===== config.mk =====
export PLATFORM = sky130hd
export DESIGN_NAME = btts_ctrl
export DESIGN_NICKNAME = d
export VERILOG_FILES = /design/src/design/bucketed_tick_task_scheduler_defines.svh /design/src/design/btts_pkg.sv /design/src/design/btts_ctrl.sv
export SDC_FILE = /design/constraint.sdc
export NUM_CORES = 1
export LEC_CHECK = 0
export BUFFER_PORTS_ARGS = -buffer_cell sky130_fd_sc_hd__buf_2
export CAP_MARGIN = 20
export CELL_PAD_IN_SITES_DETAIL_PLACEMENT = 0
export CELL_PAD_IN_SITES_GLOBAL_PLACEMENT = 2
export CORE_MARGIN = 2
export CORE_UTILIZATION = 25
export DETAILED_ROUTE_END_ITERATION = 6
export HOLD_SLACK_MARGIN = 0.1
export PLACE_DENSITY = 0.72
export SYNTH_ARGS = -nofsm -noshare
export SYNTH_HDL_FRONTEND = slang
export SYNTH_SLANG_ARGS = --single-unit

===== constraint.sdc =====
create_clock -name clk -period 1.75 [get_ports clk]
set_input_delay 0 -clock clk [delete_from_list [all_inputs] [get_ports clk]]
set_output_delay 0 -clock clk [all_outputs]
set_load 0.005 [all_outputs]

===== src/design/bucketed_tick_task_scheduler_defines.svh =====
// assertion macros for the bucketed tick task scheduler
// used by files that check behavior; expands to nothing when SYNTHESIS is defined
`ifndef BUCKETED_TICK_TASK_SCHEDULER_DEFINES_SVH
`define BUCKETED_TICK_TASK_SCHEDULER_DEFINES_SVH
`ifndef SYNTHESIS
`define BTTS_ASSERT(lbl, prop, msg) \
	lbl: assert property (@(posedge clk) disable iff (!arst_n) prop) else $error(msg);
`define BTTS_NEVER(lbl, cond, msg) \
	lbl: assert property (@(posedge clk) disable iff (!arst_n) !(cond)) else $error(msg);
`else
`define BTTS_ASSERT(lbl, prop, msg)
`define BTTS_NEVER(lbl, cond, msg)
`endif
`endif


===== src/design/btts_pkg.sv =====
// shared types and constants for the bucketed tick task scheduler
// no dependencies
package btts_pkg;
	localparam int unsigned DEF_MAX_BUCKETS      = 8;
	localparam int unsigned DEF_SLOTS_PER_BUCKET = 16;
	localparam int unsigned BKT_W                = 4;
	localparam logic [31:0] FIRST_HANDLE         = 32'd1000;

	typedef enum logic [1:0] {
		REQ_ADD    = 2'd0,
		REQ_REMOVE = 2'd1,
		REQ_TICK   = 2'd2
	} req_t;

	typedef enum logic [1:0] {
		KIND_ADD    = 2'd0,
		KIND_REMOVE = 2'd1,
		KIND_FIRED  = 2'd2,
		KIND_DONE   = 2'd3
	} kind_t;

	typedef struct packed {
		logic [15:0] tag;
		logic [31:0] payload;
		logic [15:0] delay;
		logic [15:0] repeat_cnt;
		logic [3:0]  prio;
		logic [31:0] handle;
	} slot_t;

	typedef struct packed {
		logic latch;
		logic add_go;
		logic rd_issue;
		logic bkt_next;
		logic idx_inc;
		logic sh_wr;
		logic rm_found;
		logic rm_miss;
		logic tk_proc;
		logic tk_done;
	} cmd_t;

	typedef struct packed {
		logic bkt_end;
		logic idx_end;
		logic hit;
	} stat_t;
endpackage


===== src/design/btts_ctrl.sv =====
// controller state machine: sequences add, remove search/shift and tick walk
// depends on btts_pkg
module btts_ctrl (
	input  logic            clk,
	input  logic            arst_n,
	input  logic            start,
	input  logic [1:0]      req_type,
	input  btts_pkg::stat_t stat,
	output btts_pkg::cmd_t  cmd,
	output logic            busy
);
	import btts_pkg::*;

	typedef enum logic [7:0] {
		ST_IDLE    = 8'b0000_0001,
		ST_ADD     = 8'b0000_0010,
		ST_RM_RD   = 8'b0000_0100,
		ST_RM_CMP  = 8'b0000_1000,
		ST_SH_RD   = 8'b0001_0000,
		ST_SH_WR   = 8'b0010_0000,
		ST_TK_RD   = 8'b0100_0000,
		ST_TK_PROC = 8'b1000_0000
	} state_t;

	state_t state_q, state_d;

	always_comb begin
		state_d = state_q;
		cmd     = '0;
		case (state_q)
			ST_IDLE: begin
				if (start) begin
					cmd.latch = 1'b1;
					case (req_type)
						REQ_ADD:    state_d = ST_ADD;
						REQ_REMOVE: state_d = ST_RM_RD;
						REQ_TICK:   state_d = ST_TK_RD;
						default:    state_d = ST_IDLE;
					endcase
				end
			end
			ST_ADD: begin
				cmd.add_go = 1'b1;
				state_d    = ST_IDLE;
			end
			ST_RM_RD: begin
				if (stat.bkt_end) begin
					cmd.rm_miss = 1'b1;
					state_d     = ST_IDLE;
				end else if (stat.idx_end) begin
					cmd.bkt_next = 1'b1;
				end else begin
					cmd.rd_issue = 1'b1;
					state_d      = ST_RM_CMP;
				end
			end
			ST_RM_CMP: begin
				cmd.idx_inc = 1'b1;
				state_d     = stat.hit ? ST_SH_RD : ST_RM_RD;
			end
			ST_SH_RD: begin
				if (stat.idx_end) begin
					cmd.rm_found = 1'b1;
					state_d      = ST_IDLE;
				end else begin
					cmd.rd_issue = 1'b1;
					state_d      = ST_SH_WR;
				end
			end
			ST_SH_WR: begin
				cmd.sh_wr = 1'b1;
				state_d   = ST_SH_RD;
			end
			ST_TK_RD: begin
				if (stat.idx_end) begin
					cmd.tk_done = 1'b1;
					state_d     = ST_IDLE;
				end else begin
					cmd.rd_issue = 1'b1;
					state_d      = ST_TK_PROC;
				end
			end
			ST_TK_PROC: begin
				cmd.tk_proc = 1'b1;
				state_d     = ST_TK_RD;
			end
			default: state_d = ST_IDLE;
		endcase
	end

	always_ff @(posedge clk or negedge arst_n) begin
		if (!arst_n) state_q <= ST_IDLE;
		else state_q <= state_d;
	end

	assign busy = (state_q != ST_IDLE);
endmodule


==> run_results.csv, run 1 <==
group,metric,value,unit
status,status,"completed",
route,drtIter0Drc,9,
sta,setup_tns,0,ns
place,place.gp.congestion,0.738,
synth,netlist_instances,64,
sta,hold_viol,0,
grt,grt_pass1_wl,2.86,mm
synth,synth_area_leader_cell,"dfrtp_1",
synth,netlist_area,588,sq um
cells_and_area,top_regs,"state_q x8",
setup_path,required,1.75,ns
die,die_area,0.00276,sq mm
sta,finalSetupViolations,0,
pwr,power.density,982,mW/mm^2
cells_and_area,antenna_cells,0,
place,port_buffers,18,
sta,whs,0.124,ns
cells_and_area,fillCellCount,241,
pwr,finalPower,0.822,mW
synth,avgSynthCellArea,9.19,sq um
clock_tree,cts_made_buffers,3,
pwr,leakagePower,0.426,nW
cells_and_area,final_util,37.8,%
place,pre_cts_slack,0.160,ns
grt,antenna_found_initial,0,
place,hpwl,1.27,mm
cells_and_area,drive_gt1_share,34.7,%
pwr,vdd_ir_drop_max,451,uV
grt,grt_start_max_net_pins,9,
die,fp.dieH,52.5,um
grt,grt_use_total,14.4,%
setup_path,crit_chain,"nor4_4, buf_4, nand4b_4, nor2_1, buf_2",
clock_tree,htreeDepth,1,
run,maxCapViolations,0,
clock_tree,clkSinkCount,8,
cells_and_area,final_nets,104,
grt,grt_pass1_vias,625,
setup_path,cp_data_arrival_time,1.67,ns
sta,fin_worst_skew,0.00732,ns
clock_tree,cts_tree,"built",
synth,synth_area_leaders,"dfrtp_1, dfstp_2, nor2_1, nor2b_1, nor4_1",
setup_path,r2r-start,"state_q[4]$_DFFE_PN0P_",
cells_and_area,syn_to_final_growth,42.3,%
sta,report.final.slew_viol_count,0,
worst_hold_path,hold_class,"input port to asynchronous set/reset pin",
sta,relSlewSlack,78.6,%
synth,synth_edf_count,0,
clock_tree,clockRootBuffer,"clkbuf_4",
synth,ys_ff_latch,8,
setup_path,setup.worst_path.start_class,"register",
die,die-width,52.5,um
die,num_rows,17,
sta,fin_ws,0.0840,ns
route,routed_via_density,5.11,
grt,grt-ovfl-total,0,
clock_tree,clk_pin_slew,0.07,ns
cells_and_area,largest_register_ffs,8,
route,drt_drc_violations_left,0,
synth,synth_fp_nets,72,
sta,final.period_utilization,95.2,%
setup_path,crit_fanout,7,
route,finalWirelength,1.74,mm
setup_path,slowest_stage,"dfrtp_1",
synth,synth_cell_type_count,31,
synth,synth_top_area_share,29.8,%
synth,synth.top_cells.by_count,"dfrtp_1, nor2_1, inv_1",
route,antenna_left,0,
cells_and_area,largest-register,"state_q",
setup_path,crit_path_start,"state_q[4]$_DFFE_PN0P_",
sta,worst_pin_slew,0.314,ns
synth,ys_async_sr_fraction,100,%
sta,fmax,600,MHz
clock_tree,clock_latency,0.27,ns
setup_path,end_kind,"primary output",
die,start_util,26.6,%
route,first_pass_iters,3,
setup_path,slowest_delay,0.49,ns
synth,yosysWarnings,0,
die,coreArea,0.00221,sq mm
synth,ys.flop_type,"dfrtp_1",
die,io_pins,19,
synth,seq_area_frac_synth,34.3,%
clock_tree,cts_buffer_depth,2,
route,wl_per_cell,14.1,um
setup_path,worstSetupPathType,"register to primary output",
sta,fin_crit,1.67,ns
route,via_count,628,
## logic make-up after synthesis
| logic type | count (synthesis) | share of synthesized area (%) |
|---|---|---|
| buf+inv | 8 | 6.38 |
| flops | 8 | 34.3 |
| xor+xnor | 2 | 2.98 |
| simple gates | 34 | 40.4 |
| compound gates | 12 | 16.0 |
## repair_timing
action,CTS,global route
pin swaps,1,1
hold buffers,6,0
setup endpoints to repair,1,4
setup buffers,1,1
resized for setup,0,2
cloned,0,0
hold endpoints to repair,15,0
## path summary, 6_finish.rpt
kind                                          endpoint  slack [ns]  cells after the start
worst min register to register  state_q[1]$_DFFE_PN0P_        0.64                      2
worst min-delay path            state_q[3]$_DFFE_PN0P_        0.12                      2
min in group clk                state_q[3]$_DFFE_PN0P_        0.14                      4
max in group asynchronous       state_q[0]$_DFFE_PN1P_        1.37                      2
worst max-delay path                            cmd[9]        0.08                      5
worst max register to register  state_q[2]$_DFFE_PN0P_        0.09                      5
## layout by cell type (no fill, tap or decap), types with 2 or more instances in the layout
| cell type | instances |
|---|---|
| nor4_4 | 2 |
| clkbuf_4 | 3 |
| buf_4 | 5 |
| inv_1 | 6 |
| o21ai_0 | 2 |
| nand3_1 | 3 |
| dfrtp_1 | 7 |
| a21oi_1 | 2 |
| nor3b_1 | 3 |
| nor2b_1 | 4 |
| and3_1 | 2 |
| nor2_1 | 7 |
| nand2_1 | 3 |
| nor4_1 | 3 |
| buf_2 | 18 |
| dlygate4sd3_1 | 6 |
## worst max-delay path, delay by kind of cell (launching register included)
kind	cells	cell delay (ns)
buffers and inverters	2	0.30
and+or+nand+nor	3	0.61
DFF	1	0.49
## layout make-up
class	instances	area [sq um]	share of cell area, %
multi-input combinational	48	364	43.5
sequential	8	201	24.1
timing repair buffer	29	188	22.4
tap	28	35.0	4.19
clock buffer	4	26.3	3.14
inverter	6	22.5	2.69
## routing by layer
metal | vias to the layer above | share of wire [%] | track usage, %
met5 | - | 0 | 0
met4 | 0 | 2.2 | 7.69
met3 | 4 | 3.9 | 1.43
met2 | 19 | 53 | 25.2
met1 | 305 | 41 | 17.1
li1 | 300 | - | -
## stage by stage
| stage | instance area [sq um] | std cells |
|---|---|---|
| 3_5_place_dp | 721 | 111 |
| 4_1_cts | 815 | 122 |
| 2_1_floorplan | 588 | 64 |
| 6_report | 837 | 123 |
| 5_1_grt | 837 | 123 |
| 3_3_place_gp | 721 | 111 |
## power breakdown
part | switching (mW) | internal, mW
sequential | 0.0567 | 0.219
clock | 0.0774 | 0.0881
combinational | 0.196 | 0.184
Power figures use the tool's default switching activity.
==> inputs of run 2 (changes only) <==
--- a/config.mk
+++ b/config.mk
@@ -13,7 +13,7 @@
 export CORE_UTILIZATION = 25
 export DETAILED_ROUTE_END_ITERATION = 6
 export HOLD_SLACK_MARGIN = 0.1
-export PLACE_DENSITY = 0.72
+export PLACE_DENSITY = 0.75
 export SYNTH_ARGS = -nofsm -noshare
 export SYNTH_HDL_FRONTEND = slang
 export SYNTH_SLANG_ARGS = --single-unit
==> constraint.sdc (replaced) <==
create_clock -name clk -period 1.5 [get_ports clk]
set_input_delay 0.3 -clock clk [delete_from_list [all_inputs] [get_ports clk]]
set_output_delay 0.3 -clock clk [all_outputs]
set_load 0.005 [all_outputs]
==> run 2 against run 1 <==
Effect of this change: the flow now finishes with violations (setup timing); register-to-register slack lost 0.30 ns; clock power grew 5%; hold slack gained 0.15 ns; critical path depth is the same; non-clock buffer count grew 17; worst setup slack lost 0.39 ns; die area is the same; final area grew 23%; clock-buffer cell count is the same; wire length is the same.
==> run_results.csv, run 2 (synthesized netlist as in run 1, its figures left out) <==
group,metric,value,unit
status,status,"finished, violations left",
status,violations,"setup timing",
clock_tree,clkSinkCount,8,
clock_tree,cts_tree,"built",
pwr,vdd_ir_drop_max,649,uV
setup_path,required,1.20,ns
sta,report.final.slew_viol_count,0,
cells_and_area,syn_to_final_growth,74.5,%
pwr,leakagePower,0.522,nW
route,wl_per_cell,12.4,um
die,fp.dieH,52.5,um
die,die-width,52.5,um
pwr,power_switching,0.439,mW
clock_tree,htreeDepth,1,
cells_and_area,final_common_cell,"buf_4",
cells_and_area,antenna_cells,0,
grt,grt_start_max_net_pins,9,
cells_and_area,drive_gt1_share,58.0,%
sta,hold_viol,0,
pwr,power.share.clock,14.7,%
sta,fin_ws,-0.304,ns
setup_path,cp_data_arrival_time,1.50,ns
sta,fin_crit,1.80,ns
place,hpwl,1.41,mm
grt,grt_pass1_vias,658,
setup_path,crit_fanout,4,
setup_path,crit_chain,"nor4_4, buf_4, nand4b_4, nor2_1, buf_2",
place,place_area,850,sq um
route,first_pass_iters,4,
clock_tree,cts_buffer_depth,2,
clock_tree,clock_latency,0.25,ns
clock_tree,clk_pin_slew,0.06,ns
setup_path,slowest_stage,"dfrtp_1",
cells_and_area,final_nets,121,
sta,worst_pin_slew,0.343,ns
cells_and_area,final_cell_mix,"buf_4, buf_2, nor2_1, inv_1, dfrtp_1",
grt,grt-ovfl-total,0,
route,drt_drc_violations_left,0,
place,post-place-cells,127,
die,coreArea,0.00221,sq mm
setup_path,path_buf_inv,2,
sta,rsz0062_at_grt,"yes",
pwr,p_comb_share,58.8,%
sta,finalSetupViolations,14,
cells_and_area,largest_register_ffs,8,
sta,fmax,554,MHz
sta,final.period_utilization,120,%
pwr,seqPwrFrac,26.5,%
grt,antenna_found_initial,0,
grt,grt_use_total,14.0,%
setup_path,worstSetupPathType,"register to primary output",
sta,fin_worst_skew,0.00912,ns
route,drtIter0Drc,12,
pwr,internal_power,0.741,mW
place,place.gp.congestion,0.759,
cells_and_area,final_util,46.4,%
route,finalWirelength,1.74,mm
pwr,power.density,1150,mW/mm^2
pwr,p_sw_share,37.2,%
place,port_buffers,18,
cells_and_area,instances_no_fill,140,
setup_path,setup.worst_path.start_class,"register",
route,antenna_left,0,
route,routed_via_density,4.79,
worst_hold_path,hold_class,"input port to register",
pwr,finalPower,1.18,mW
setup_path,cp_top_family,"simple AND/OR/NAND/NOR gates",
sta,relSlewSlack,76.9,%
clock_tree,clockRootBuffer,"clkbuf_4",
cells_and_area,largest-register,"state_q",
cells_and_area,final_area,0.00103,sq mm
die,num_rows,17,
grt,grt_pass1_wl,2.81,mm
setup_path,end_kind,"primary output",
route,via_count,670,
die,io_pins,19,
die,die_area,0.00276,sq mm
die,start_util,26.6,%
cells_and_area,top_regs,"state_q x8",
clock_tree,cts_made_buffers,3,
run,maxCapViolations,0,
setup_path,slowest_delay,0.42,ns
## run 2: layout make-up
cell class | instances | area (sq um)
repair buffers | 46 | 319
fillers | 229 | 1190
multi-input cells | 48 | 418
well taps | 28 | 35.0
inverters | 6 | 22.5
clock buffers | 4 | 26.3
flip-flops and latches | 8 | 205
## run 2: power by group through the flow
stage / combinational [mW] / sequential, mW / clock (mW)
finish: 0.694 / 0.312 / 0.173
global route: 0.762 / 0.317 / 0.197
CTS: 0.667 / 0.301 / 0.177
detailed placement: 0.539 / 0.302 / 0
global placement: 0.532 / 0.304 / 0
floorplan: 0.293 / 0.293 / 0
## run 2: layer usage
metal  share of wire [%]  routed length (um)  vias to the layer above  track usage (%)
met5                   0                   0                        -                0
met4                   0                   0                        0             3.85
met3                 2.3                  40                        0             2.00
met2                  55                 952                       12             27.7
met1                  43                 743                      324             15.0
li1                    -                   -                      334                -
## run 2: through the flow
stage / hold WS [ns] / setup TNS [ns] / setup slack (ns)
final: 0.274 / -3.12 / -0.304
after global routing: 0.272 / -4.64 / -0.441
after CTS: 0.253 / -3.27 / -0.330
after detailed placement: 0.151 / -0.576 / -0.108
after global placement: 0.158 / -0.556 / -0.128
after floorplan: 0.00441 / -0.00179 / -0.00179
## run 2: worst paths after layout
kind,start,endpoint,slack (ns),cells past startpoint
min reg2reg,state_q[2]$_DFFE_PN0P_,state_q[0]$_DFFE_PN1P_,0.66,2
max reg2reg,state_q[3]$_DFFE_PN0P_,state_q[2]$_DFFE_PN0P_,-0.21,6
max,state_q[3]$_DFFE_PN0P_,cmd[9],-0.30,5
min,req_type[1],state_q[1]$_DFFE_PN0P_,0.27,2
min in group asynchronous,arst_n,state_q[6]$_DFFE_PN0P_,0.42,2
max in group asynchronous,arst_n,state_q[0]$_DFFE_PN1P_,0.83,2
## run 2: timing repair
action,CTS,global route
hold buffers,1,0
gates resized for setup,12,6
endpoints found under the setup margin,14,15
endpoints found under the hold margin,7,0
buffers inserted,8,0
pin swaps,9,2
